## config.mk

```make
export PLATFORM = sky130hd
export DESIGN_NAME = dsw_byte_emitter
export DESIGN_NICKNAME = d
export VERILOG_FILES = /design/src/rtl/dsw_pkg.sv /design/src/rtl/dsw_byte_emitter.sv
export SDC_FILE = /design/constraint.sdc
export NUM_CORES = 1
export LEC_CHECK = 0
export BUFFER_PORTS_ARGS = -buffer_cell sky130_fd_sc_hd__buf_2
export CAP_MARGIN = 20
export CORE_UTILIZATION = 30
export DETAILED_ROUTE_END_ITERATION = 8
export HOLD_SLACK_MARGIN = 0.06
export PLACE_DENSITY = 0.58
export SLEW_MARGIN = 20
export SYNTH_ARGS = -nofsm -noshare
export SYNTH_HDL_FRONTEND = slang
export SYNTH_SLANG_ARGS = --single-unit
export TNS_END_PERCENT = 30
```

## constraint.sdc

```tcl
create_clock -name clock -period 8.35 [get_ports clock]
set_input_delay 1.2525 -clock clock [delete_from_list [all_inputs] [get_ports clock]]
set_output_delay 1.2525 -clock clock [all_outputs]
set_load 0.02 [all_outputs]
```

## src/rtl/dsw_pkg.sv

```systemverilog
package dsw_pkg;

   localparam int DIGIT_COUNT = 8;
   localparam int DIGIT_W = 4;
   localparam int POS_W = (DIGIT_COUNT > 1) ? $clog2(DIGIT_COUNT) : 1;
   localparam int STEP_W = 3;
   localparam int VALUE_W = 32;
   localparam int MASK_W = 8;
   localparam int BRIGHT_W = 3;

   localparam logic [7:0] CMD_DISPLAY_ON = 8'h88;
   localparam logic [7:0] CMD_WRITE_FIXED = 8'h44;
   localparam logic [7:0] CMD_ADDR_BASE = 8'hC0;
   localparam logic [7:0] LED_ON_BYTE = 8'hFF;
   localparam logic [7:0] LED_OFF_BYTE = 8'h00;
   localparam logic [VALUE_W-1:0] DEC_RECIP = 32'hCCCC_CCCD;
   localparam int DEC_SHIFT = 35;

   localparam logic [STEP_W-1:0] STEP_ON = 3'd0;
   localparam logic [STEP_W-1:0] STEP_MODE = 3'd1;
   localparam logic [STEP_W-1:0] STEP_SEG_ADDR = 3'd2;
   localparam logic [STEP_W-1:0] STEP_SEG = 3'd3;
   localparam logic [STEP_W-1:0] STEP_LED_ADDR = 3'd4;
   localparam logic [STEP_W-1:0] STEP_LED = 3'd5;

   typedef struct packed {
      logic [VALUE_W-1:0] number_value;
      logic               hex_mode;
      logic [MASK_W-1:0]  led_mask;
   } req_payload_type;

   typedef struct packed {
      logic [7:0] cmd_byte;
      logic       frame_start;
      logic       frame_end;
      logic       last_byte;
   } rsp_payload_type;

   // data handed from one digit cell to the next
   typedef struct packed {
      logic                           valid;
      logic [VALUE_W-1:0]             value;
      logic                           hex_mode;
      logic [DIGIT_COUNT-1:0]         led_mask;
      logic [DIGIT_COUNT*DIGIT_W-1:0] digits;
   } cell_data_type;

   function automatic logic [7:0] seg_pattern(input logic [DIGIT_W-1:0] digit);
      logic [7:0] pat;
      begin
         unique case (digit)
            4'h0: pat = 8'h3F;
            4'h1: pat = 8'h06;
            4'h2: pat = 8'h5B;
            4'h3: pat = 8'h4F;
            4'h4: pat = 8'h66;
            4'h5: pat = 8'h6D;
            4'h6: pat = 8'h7D;
            4'h7: pat = 8'h07;
            4'h8: pat = 8'h7F;
            4'h9: pat = 8'h6F;
            4'hA: pat = 8'h77;
            4'hB: pat = 8'h7C;
            4'hC: pat = 8'h39;
            4'hD: pat = 8'h5E;
            4'hE: pat = 8'h79;
            default: pat = 8'h71;
         endcase
         return pat;
      end
   endfunction

endpackage

```

## src/rtl/dsw_byte_emitter.sv

```systemverilog
module dsw_byte_emitter (
   input  logic                               clock,
   input  logic                               reset,
   input  dsw_pkg::cell_data_type             conv_in,
   input  logic [dsw_pkg::BRIGHT_W-1:0]       brightness,
   output logic                               rsp_valid,
   input  logic                               rsp_ready,
   output dsw_pkg::rsp_payload_type           rsp_data,
   output logic                               buf_busy
);
   import dsw_pkg::*;

   logic          buf_valid_ff, buf_valid_in;
   cell_data_type buf_ff, buf_in;
   logic          act_valid_ff, act_valid_in;
   cell_data_type act_ff, act_in;
   logic [POS_W-1:0]  pos_ff, pos_in;
   logic [STEP_W-1:0] step_ff, step_in;
   logic              rsp_valid_ff, rsp_valid_in;
   rsp_payload_type   rsp_ff, rsp_in;

   logic              out_free, advance, last_w, finish, act_take;
   logic [POS_W-1:0]  slot_w;
   logic [DIGIT_W-1:0] digit_w;
   logic [7:0]        addr_w;
   rsp_payload_type   byte_w;

   assign out_free = !rsp_valid_ff || rsp_ready;
   assign advance = act_valid_ff && out_free;
   assign last_w = (pos_ff == POS_W'(DIGIT_COUNT - 1)) && (step_ff == STEP_LED);
   assign finish = advance && last_w;
   assign act_take = buf_valid_ff && (!act_valid_ff || finish);

   // leftmost position sits in the highest digit slot
   assign slot_w = POS_W'(DIGIT_COUNT - 1) - pos_ff;
   assign digit_w = act_ff.digits[{slot_w, 2'b00} +: DIGIT_W];
   assign addr_w = CMD_ADDR_BASE + (8'(pos_ff) << 1);

   always_comb begin
      byte_w = '0;
      unique case (step_ff)
         STEP_ON: begin
            byte_w.cmd_byte = CMD_DISPLAY_ON | 8'(brightness);
            byte_w.frame_start = 1'b1;
            byte_w.frame_end = 1'b1;
         end
         STEP_MODE: begin
            byte_w.cmd_byte = CMD_WRITE_FIXED;
            byte_w.frame_start = 1'b1;
            byte_w.frame_end = 1'b1;
         end
         STEP_SEG_ADDR: begin
            byte_w.cmd_byte = addr_w;
            byte_w.frame_start = 1'b1;
         end
         STEP_SEG: begin
            byte_w.cmd_byte = seg_pattern(digit_w);
            byte_w.frame_end = 1'b1;
         end
         STEP_LED_ADDR: begin
            byte_w.cmd_byte = addr_w + 8'd1;
            byte_w.frame_start = 1'b1;
         end
         default: begin
            byte_w.cmd_byte = act_ff.led_mask[slot_w] ? LED_ON_BYTE : LED_OFF_BYTE;
            byte_w.frame_end = 1'b1;
         end
      endcase
      byte_w.last_byte = last_w;
   end

   always_comb begin
      buf_valid_in = buf_valid_ff;
      buf_in = buf_ff;
      if (conv_in.valid) begin
         buf_valid_in = 1'b1;
         buf_in = conv_in;
      end else if (act_take) begin
         buf_valid_in = 1'b0;
      end

      act_valid_in = act_valid_ff;
      act_in = act_ff;
      pos_in = pos_ff;
      step_in = step_ff;
      if (act_take) begin
         act_valid_in = 1'b1;
         act_in = buf_ff;
         pos_in = '0;
         step_in = STEP_ON;
      end else if (finish) begin
         act_valid_in = 1'b0;
      end else if (advance) begin
         if (step_ff == STEP_LED) begin
            step_in = STEP_ON;
            pos_in = pos_ff + POS_W'(1);
         end else begin
            step_in = step_ff + STEP_W'(1);
         end
      end

      rsp_valid_in = rsp_valid_ff;
      rsp_in = rsp_ff;
      if (advance) begin
         rsp_valid_in = 1'b1;
         rsp_in = byte_w;
      end else if (rsp_ready) begin
         rsp_valid_in = 1'b0;
      end
   end

   always_ff @(posedge clock) begin
      if (reset) begin
         buf_valid_ff <= 1'b0;
         act_valid_ff <= 1'b0;
         rsp_valid_ff <= 1'b0;
         pos_ff <= '0;
         step_ff <= STEP_ON;
      end else begin
         buf_valid_ff <= buf_valid_in;
         act_valid_ff <= act_valid_in;
         rsp_valid_ff <= rsp_valid_in;
         pos_ff <= pos_in;
         step_ff <= step_in;
      end
   end

   always_ff @(posedge clock) begin
      buf_ff <= buf_in;
      act_ff <= act_in;
      rsp_ff <= rsp_in;
   end

   assign rsp_valid = rsp_valid_ff;
   assign rsp_data = rsp_ff;
   assign buf_busy = buf_valid_ff;

endmodule

```

==> results of run 1 <==
==> worst register-to-register path: stages (launching register included) <==
cell,delay [ns]
dfxtp_1,0.74
ha_1,0.27
ha_1,0.16
nand4b_1,0.16
o21ai_0,0.30
and2_2,0.85
or2_2,0.33
nor2_1,0.06
==> metrics by stage <==
step                hold WS (ns)  cells
detailed placement         0.405    452
global placement           0.404    452
finish                     0.418    468
global route               0.430    468
floorplan                  0.400    228
CTS                        0.420    468
==> power groups by stage <==
stage	combinational, mW	clock (mW)	sequential (mW)
3_3_place_gp	0.0518	0	0.601
5_1_grt	0.0586	0.398	0.595
3_5_place_dp	0.0532	0	0.603
2_1_floorplan	0.0271	0	0.602
6_report	0.0521	0.364	0.592
4_1_cts	0.0534	0.380	0.592
==> cells in the mapped netlist, drive strengths merged, types with 4 or more instances <==
cell type	n
nor2	15
a21oi	6
mux2i	8
nand2	16
edfxtp	91
a31oi	4
ha	9
o21ai	6
mux4	10
inv	9
dfxtp	9
buf	4
clkbuf	5
==> registers in the layout, indices dropped and copies added, names as in the netlist <==
name and count:
rsp_valid 1, pos_ff 3, step_ff 3, rsp_data 11, act_ff 40, act_valid_ff 1, buf_ff 40, buf_busy 1
==> cells by family (layout without fill, tap and decap cells) <==
group	after synthesis	in the layout	share of synthesized area, %
AND/OR/NAND/NOR	49	49	5.85
flip-flops	100	100	74.1
multiplexers	20	20	9.51
adder cells (fa/ha/maj)	9	9	2.86
AO/OA/AOI/OAI	28	28	4.68
XOR/XNOR	4	4	0.891
buffers and inverters	18	86	2.13
==> cell type report <==
class | instances | area [µm²]
Fill cell | 1240 | 8050
Sequential cell | 100 | 2910
Multi-Input combinational cell | 110 | 937
Timing Repair Buffer | 61 | 310
Clock buffer | 11 | 233
Tap cell | 172 | 215
Inverter | 9 | 33.8
Clock inverter | 5 | 28.8
==> worst max path at each step <==
| stage | start | endpoint | slack [ns] | depth (start not counted) |
|---|---|---|---|---|
| after global placement | pos_ff[1]$_SDFFE_PP0P_ | step_ff[2]$_SDFFE_PP0P_ | 5.31 | 7 |
| after global routing | pos_ff[1]$_SDFFE_PP0P_ | step_ff[2]$_SDFFE_PP0P_ | 5.02 | 7 |
| after detailed placement | pos_ff[1]$_SDFFE_PP0P_ | pos_ff[0]$_SDFFE_PP0P_ | 5.27 | 7 |
| after CTS | pos_ff[1]$_SDFFE_PP0P_ | step_ff[2]$_SDFFE_PP0P_ | 5.25 | 7 |
| after floorplan | rsp_ready | pos_ff[0]$_SDFFE_PP0P_ | 5.17 | 6 |
| final | pos_ff[1]$_SDFFE_PP0P_ | step_ff[2]$_SDFFE_PP0P_ | 5.37 | 7 |
==> metal layers <==
layer	vias to the layer above	global-route usage, %
li1	1000	-
met5	-	0
met4	0	4.10
met2	65	15.9
met3	12	3.17
met1	962	12.2
==> summary.md, run 1 <==
| Metric | Value |
|---|---|
| Area fraction of the dominant cell type after synthesis | `69.5%` |
| CORE AREA | `approximately 13000 µm²` |
| Design Power | `about 1.0 mW` |
| Crit path time final | `2.98 ns` |
| Final setup TNS | `0 ns` |
| Finished Cell Area | `4670 µm²` |
| Congestion Overflow GR | `0` |
| Root buffer cell | `clkbuf_16` |
| DRC | `0` |
| Setup Crit Path Kind | `reg2reg` |
| Hold_sp | `buf_ff[3]$_DFFE_PP_` |
| Leak pwr | `about 1.7 nW` |
| Ys Warns | `0` |
| Post-place setup slack | `5.27 ns` |
| Worst-case clock buffer depth | `2` |
| CTS resizes | `0` |
| Final period util | `between 30% and 40%` |
| Cell area power density | `216 nW/µm²` |
| Critical Path Fanout Max | `41` |
| RSZ-0062 raised after global routing | `no` |
| ANT nets after route | `0` |
| GRT Overall Usage | `9.85%` |
| Worst setup SP type | `flip-flop` |
| Worst-margin pin slew | `0.976 ns` |
| Status | `completed` |
| CP cell instances | `ha_1 -> ha_1 -> nand4b_1 -> o21ai_0 -> and2_2 -> or2_2 -> nor2_1` |
| CP endpoint kind | `flip-flop` |
| Final hold violation count | `0` |
| Clk slew on worst S/H paths | `around 0.060 ns` |
| Layout cell share with drive strength beyond 1 | `28.4%` |
| Switching power | `about 200 µW` |
| Final slew viol count | `0` |
| Cell mode on critical path | `ha_1` |
| Worst Path Arrival | `about 3.2 ns` |
| R2R Path Start | `pos_ff[1]$_SDFFE_PP0P_` |
| Worst path slowest cell | `and2_2` |
| Avg WL per Cell | `13.1 µm` |
| Top delay family on crit path | `simple AND/OR/NAND/NOR gates` |
| Ys flop type | `edfxtp_1` |
| Initial Util | `between 30% and 40%` |
| Total internal power | `805 µW` |
| Die height | `116 µm` |
| Num CTS Buffers | `9` |
| Top sig layer | `met4` |
| Post-layout util | `36.7%` |
| Post-synth EDFFs | `91` |
| Clock power frac | `36.1%` |
| Vias per cell | `4.36` |
| Switching Fraction | `20.2%` |
| Worst Hold Class | `reg2reg` |
| Placer Congestion | `0.780` |
| FF-to-FF End | `step_ff[2]$_SDFFE_PP0P_` |
| Worst relative slew slack | `34.9%` |
| Worst VDD drop | `between 70 and 80 µV` |
| Synthesized instance count | `228` |
| Initial DRC count | `87` |
| Max Cap Viol | `0` |
| Number of global-route vias before repair | `1932` |
| Seq/Total Area, Yosys | `between 70% and 80%` |
| First-pass GRT wire length | `9640 µm` |
| R2R depth | `7` |
| Antenna violations before repair | `0` |
| Peak Freq | `between 0.3 and 0.4 GHz` |
| # rows | `41` |
| Largest net degree at the start of global routing | `42` |
| Syn Area/Cell | `17.2 µm²` |
| CP Buf/Inv Count | `0` |
| WL final | `6120 µm` |
| Number of distinct library cells after synthesis | `39` |
| Area post-placement | `4410 µm²` |
| Ant diodes | `0` |
| Final setup fails | `0` |
| I/O pins | `93` |
| Critical Path RT | `8.57 ns` |
| Comb power frac | `about 5.2%` |
| Critical Path Max Stage Delay | `0.85 ns` |
| Routed vias | `between 2000 and 2500` |
| HPWL Detailed | `3980 µm` |
| Cts hold-fix bufs | `0` |
| Top cells by area, synth | `edfxtp_1 69%, mux4_1 4.7%, dfxtp_1 4.6%` |
| Syn nets | `317` |
| Insertion delay to the later sink of the worst-skew pair | `0.33 ns` |
| Synthesized flop and latch total | `100` |
| Cell Area, Synth | `3930 µm²` |
| Wire length on met3 | `slightly below 300 µm` |
| Post-CTS Setup Bufs | `0` |
| Metal2 WL | `around 2900 µm` |
| Commonest non-fill, non-tap cell in the layout | `edfxtp_1` |
| H-tree depth | `3` |
| Final clock skew | `around 0.0094 ns` |
| R2r setup slk | `5.37 ns` |
| Setup slack after layout | `~5.4 ns` |
| Hold Path Cell Cnt | `0` |
| Area leader, netlist | `edfxtp_1` |
| Leading cell types in the layout, fill and taps excluded | `91 x edfxtp_1, 59 x buf_2, 16 x nand2_1` |
| # clock sinks | `100` |
| Syn-to-layout area delta | `18.8%` |
| Final #Nets | `380` |
| Die area | `between 10000 and 15000 µm²` |
| Metal-1 WL | `2800 µm` |
| Die Span X | `116 µm` |
| Min-Delay Endpoint | `act_ff[3]$_DFFE_PP_` |
| TritonCTS clock tree | `yes` |
| Async S/R FF share, synth | `0%` |
| Seq pwr share | `58.7%` |
| Port buffer count | `59` |
| Drt first pass iters | `4` |
Power figures use the tool's default switching activity.
==> inputs of run 2 (changes only) <==
PLACE_DENSITY = 0.59   (was 0.58)
clock period = 2.5 ns   (was 8.35 ns; I/O delays follow)
==> summary.md, run 2 (same netlist as run 1, synthesis figures left out) <==
| Metric | Value |
|---|---|
| Syn-to-layout area delta | `22.4%` |
| Crit path depth | `9` |
| CP Buf/Inv Count | `3` |
| Status | `completed` |
| Layer with the highest usage | `met2` |
| Routed vias | `1989` |
| Vias per cell | `4.16` |
| Peak Freq | `approximately 0.43 GHz` |
| Met3 Use GR | `2.75%` |
| CORE AREA | `about 13000 µm²` |
| CP endpoint kind | `flip-flop` |
| Worst path slowest cell | `mux4_2` |
| Final clock skew | `0.0110 ns` |
| Post-place setup slack | `between 0.02 and 0.03 ns` |
| Final setup fails | `0` |
| HPWL Detailed | `4130 µm` |
| Root buffer cell | `clkbuf_16` |
| Worst relative slew slack | `38.9%` |
| Clk slew on worst S/H paths | `0.07 ns` |
| Critical Path Max Stage Delay | `0.50 ns` |
| Leading cell types in the layout, fill and taps excluded | `91 x edfxtp_1, 59 x buf_2, 16 x nand2_1` |
| CP cell instances | `buf_4 -> mux4_2 -> mux2i_2 -> buf_4 -> inv_1 -> ha_1 -> a211oi_2 -> o21ai_0 -> nand2_1` |
| Leak pwr | `1.75 nW` |
| Initial DRC count | `approximately 120` |
| Final setup TNS | `0 ns` |
| Placed insts | `462` |
| Critical Path Fanout Max | `6` |
| R2R depth | `9` |
| # rows | `41` |
| Met2 GRT Util | `15.7%` |
| Commonest non-fill, non-tap cell in the layout | `edfxtp_1` |
| Worst-margin pin slew | `0.917 ns` |
| Met1 Resource Use GR | `11.8%` |
| WL final | `5960 µm` |
| R2R Path Start | `pos_ff[0]$_SDFFE_PP0P_` |
| Die area | `13600 µm²` |
| Hold_sp | `conv_in[0]` |
| Min-Delay Endpoint | `buf_ff[0]$_DFFE_PP_` |
| Ant diodes | `0` |
| Final period util | `93.5%` |
| GRT Overall Usage | `under 10%` |
| Final slew viol count | `0` |
| TritonCTS clock tree | `yes` |
| Num CTS Buffers | `9` |
| Initial Util | `about 31%` |
| Cell mode on critical path | `buf_4` |
| Layout cell share with drive strength beyond 1 | `31.7%` |
| Worst Hold Class | `in2reg` |
| Insertion delay to the later sink of the worst-skew pair | `between 0.3 and 0.4 ns` |
| Die height | `116 µm` |
| Avg WL per Cell | `12.5 µm` |
| R2r setup slk | `0.16 ns` |
| Placer Congestion | `roughly 0.74` |
| Hold Slack | `0.211 ns` |
| # clock sinks | `100` |
| Largest net degree at the start of global routing | `42` |
| Top delay family on crit path | `multiplexers` |
| Final hold violation count | `0` |
| Cts hold-fix bufs | `0` |
| Antenna violations before repair | `0` |
| I/O pins | `93` |
| First-pass GRT wire length | `approximately 9500 µm` |
| DRC | `0` |
| FILL cells | `1211` |
| ANT nets after route | `0` |
| Worst VDD drop | `roughly 380 µV` |
| Hold Path Cell Cnt | `1` |
| Finished Cell Area | `roughly 4800 µm²` |
| Port buffer count | `slightly below 60` |
| Cell area power density | `about 750 nW/µm²` |
| Worst-case clock buffer depth | `2` |
| Congestion Overflow GR | `0` |
| Setup slack after layout | `roughly 0.16 ns` |
| Die Span X | `116 µm` |
| Final #Nets | `390` |
| Critical Path RT | `roughly 2.7 ns` |
| Fin cells | `478` |
| Worst Path Arrival | `2.53 ns` |
| Drt first pass iters | `4` |
| H-tree depth | `3` |
| Number of global-route vias before repair | `2021` |
| Area post-placement | `4500 µm²` |
| Worst setup SP type | `flip-flop` |
| Crit path time final | `approximately 2.3 ns` |
| RSZ-0062 raised after global routing | `no` |
| FF-to-FF End | `rsp_data[6]$_DFFE_PP_` |
| Max Cap Viol | `0` |
| Setup Crit Path Kind | `reg2reg` |
[run 2: cell count changes in the layout (fill, tap and decap cells not counted), sizes merged]
cell,delta
bufinv,+2
buf,+10
clkinv,-2
[run 2: cell type report]
cell class | count | area, µm² | share of cell area (%)
clock buffers | 11 | 233 | 4.84
clock inverters | 5 | 76.3 | 1.59
inverters | 9 | 33.8 | 0.702
multi-input cells | 110 | 942 | 19.6
flip-flops and latches | 100 | 2910 | 60.6
well taps | 172 | 215 | 4.47
repair buffers | 71 | 398 | 8.27
[run 2: power by group]
| part | switching, mW | internal (mW) | total [mW] |
|---|---|---|---|
| Clock | 0.556 | 0.872 | 1.43 |
| Combinational | 0.104 | 0.0812 | 0.185 |
| Sequential | 0.0286 | 1.95 | 1.97 |
[run 2: per-stage QoR]
stage	power (mW)	util [%]
after global placement	2.19	35.3
after floorplan	2.10	-
after CTS	3.63	37.8
final	3.59	37.8
after global routing	3.72	37.8
after detailed placement	2.20	35.3
[run 2: worst max-delay path by stage]
| stage | endpoint | from | slack [ns] |
|---|---|---|---|
| floorplan | rsp_data[7]$_DFFE_PP_ | pos_ff[0]$_SDFFE_PP0P_ | 0.12 |
| global placement | rsp_data[7]$_DFFE_PP_ | pos_ff[0]$_SDFFE_PP0P_ | 0.1 |
| detailed placement | rsp_data[6]$_DFFE_PP_ | pos_ff[0]$_SDFFE_PP0P_ | 0.03 |
| CTS | rsp_data[6]$_DFFE_PP_ | pos_ff[0]$_SDFFE_PP0P_ | 0.10 |
| global route | rsp_data[3]$_DFFE_PP_ | pos_ff[0]$_SDFFE_PP0P_ | 0.0002 |
| finish | rsp_data[6]$_DFFE_PP_ | pos_ff[0]$_SDFFE_PP0P_ | 0.16 |
[run 2: what timing repair did]
item	in CTS	in global routing
resized for setup	1	1
buffers inserted	0	0
endpoints found under the setup margin	1	1
endpoints found under the hold margin	0	0
[run 2: layer usage]
| metal | share of wire [%] | up-vias |
|---|---|---|
| li1 | - | 1018 |
| met1 | 48 | 908 |
| met2 | 46 | 53 |
| met4 | 1.6 | 0 |
| met3 | 4.4 | 10 |
| met5 | 0 | - |
==> inputs of run 3 (changes only) <==
CORE_MARGIN = 4   (was default)
==> summary.md, run 3 (same netlist as run 1, synthesis figures left out) <==
| Metric | Value |
|---|---|
| Post-CTS Setup Bufs | `0` |
| Worst VDD drop | `313 µV` |
| Setup slack after layout | `roughly 0.15 ns` |
| Final slew viol count | `0` |
| Worst-margin pin slew | `between 0.9 and 1 ns` |
| WL final | `6000 µm` |
| Layer with the highest usage | `met2` |
| Cts hold-fix bufs | `0` |
| DRC | `0` |
| Routed vias | `2040` |
| Worst Hold Class | `in2reg` |
| Worst Path Arrival | `2.43 ns` |
| Clock power frac | `38.6%` |
| Antenna violations before repair | `0` |
| Layout cell share with drive strength beyond 1 | `32.7%` |
| Number of global-route vias before repair | `1997` |
| Placer Congestion | `0.789` |
| Final hold violation count | `0` |
| Met2 GRT Util | `between 10% and 20%` |
| Initial Util | `30.9%` |
| Drt first pass iters | `4` |
| Design Power | `about 3.5 mW` |
| Max Cap Viol | `0` |
| Post-place setup slack | `around 0.055 ns` |
| Leading cell types in the layout, fill and taps excluded | `91 x edfxtp_1, 59 x buf_2, 16 x nand2_1` |
| Insertion delay to the later sink of the worst-skew pair | `0.34 ns` |
| Worst relative slew slack | `roughly 39%` |
| Switching power | `774 µW` |
| CTS resizes | `0` |
| Switching Fraction | `around 22%` |
| ANT nets after route | `0` |
| Critical Path Fanout Max | `12` |
| Comb power frac | `5.2%` |
| Avg WL per Cell | `12.6 µm` |
| Final setup fails | `0` |
| HPWL Detailed | `4200 µm` |
| CORE AREA | `12700 µm²` |
| Setup Crit Path Kind | `reg2reg` |
| R2r setup slk | `0.15 ns` |
| Ant diodes | `0` |
| Die area | `15000 µm²` |
| Critical Path RT | `2.58 ns` |
| Die Span X | `about 120 µm` |
| Final clock skew | `a little over 0.01 ns` |
| Port buffer count | `59` |
| Fin cells | `478` |
| Num CTS Buffers | `9` |
| Vias per cell | `4.27` |
| First-pass GRT wire length | `9720 µm` |
| H-tree depth | `3` |
| Root buffer cell | `clkbuf_16` |
| Clk slew on worst S/H paths | `0.08 ns` |
| Syn-to-layout area delta | `22.2%` |
| Placed insts | `462` |
| Leak pwr | `1.75 nW` |
| Die height | `122 µm` |
| I/O pins | `93` |
| Final period util | `roughly 94%` |
| GRT Overall Usage | `under 10%` |
| Worst-case clock buffer depth | `2` |
| Largest net degree at the start of global routing | `42` |
| CP endpoint kind | `flip-flop` |
| Total internal power | `2.73 mW` |
| # rows | `41` |
| Status | `completed` |
| Cell area power density | `730 nW/µm²` |
| # clock sinks | `100` |
| RSZ-0062 raised after global routing | `no` |
| Met1 Resource Use GR | `10.9%` |
| Commonest non-fill, non-tap cell in the layout | `edfxtp_1` |
| Final setup TNS | `0 ns` |
| Initial DRC count | `a little under 100` |
| Met3 Use GR | `3.18%` |
| Crit path time final | `2.35 ns` |
| FILL cells | `1214` |
| Post-layout util | `about 38%` |
| Congestion Overflow GR | `0` |
| TritonCTS clock tree | `yes` |
| Peak Freq | `0.425 GHz` |
| Final #Nets | `a little under 400` |
| Worst setup SP type | `flip-flop` |
| Seq pwr share | `56.2%` |
-- run 3: changes by cell type in the layout (fill, tap and decap cells not counted) --
cell / delta
clkbuf_1: -2
clkinv_2: -1
inv_6: +2
inv_8: +1
clkinv_4: +2
clkinv_1: -1
bufinv_16: -2
o21ai_0: -1
clkinvlp_4: -1
clkinv_8: +2
o21ai_1: +1
-- run 3: layout make-up --
class	instances	area, µm²	share of cell area (%)
flip-flops and latches	100	2910	60.6
well taps	172	215	4.48
multi-input cells	110	942	19.6
inverters	9	33.8	0.703
clock inverters	7	78.8	1.64
repair buffers	71	398	8.28
clock buffers	9	225	4.69
-- run 3: power groups by stage --
| stage | registers, mW | clock network (mW) | logic (mW) |
|---|---|---|---|
| final | 1.97 | 1.35 | 0.182 |
| after CTS | 1.97 | 1.41 | 0.184 |
| after detailed placement | 2.01 | 0 | 0.184 |
| after global routing | 1.98 | 1.47 | 0.203 |
| after floorplan | 2.01 | 0 | 0.0907 |
| after global placement | 2.01 | 0 | 0.182 |
-- run 3: path summary, 6_finish.rpt --
check	startpoint	end	cells after the start
max	pos_ff[0]$_SDFFE_PP0P_	rsp_data[6]$_DFFE_PP_	6
min	conv_in[5]	buf_ff[5]$_DFFE_PP_	1
max reg2reg	pos_ff[0]$_SDFFE_PP0P_	rsp_data[6]$_DFFE_PP_	6
min reg2reg	buf_ff[3]$_DFFE_PP_	act_ff[3]$_DFFE_PP_	0
-- run 3: metal layers --
layer  vias to the layer above  share of wire [%]
li1                       1024                  -
met4                         0               0.88
met1                       949                 46
met3                         5                6.4
met2                        62                 47
met5                         -                  0
-- run 3: stage by stage --
stage                     instance area (µm²)  hold slack (ns)
after floorplan                          3930            0.400
after global placement                   4500            0.405
after detailed placement                 4500            0.405
after CTS                                4800            0.191
after global routing                     4810            0.179
final                                    4810            0.204
-- run 3: critical path: stages, from the launching register on --
cell      delay [ns]
dfxtp_2         0.40
buf_4           0.18
mux4_1          0.56
mux2_2          0.38
and2_1          0.20
a311oi_1        0.27
nand2_1         0.10
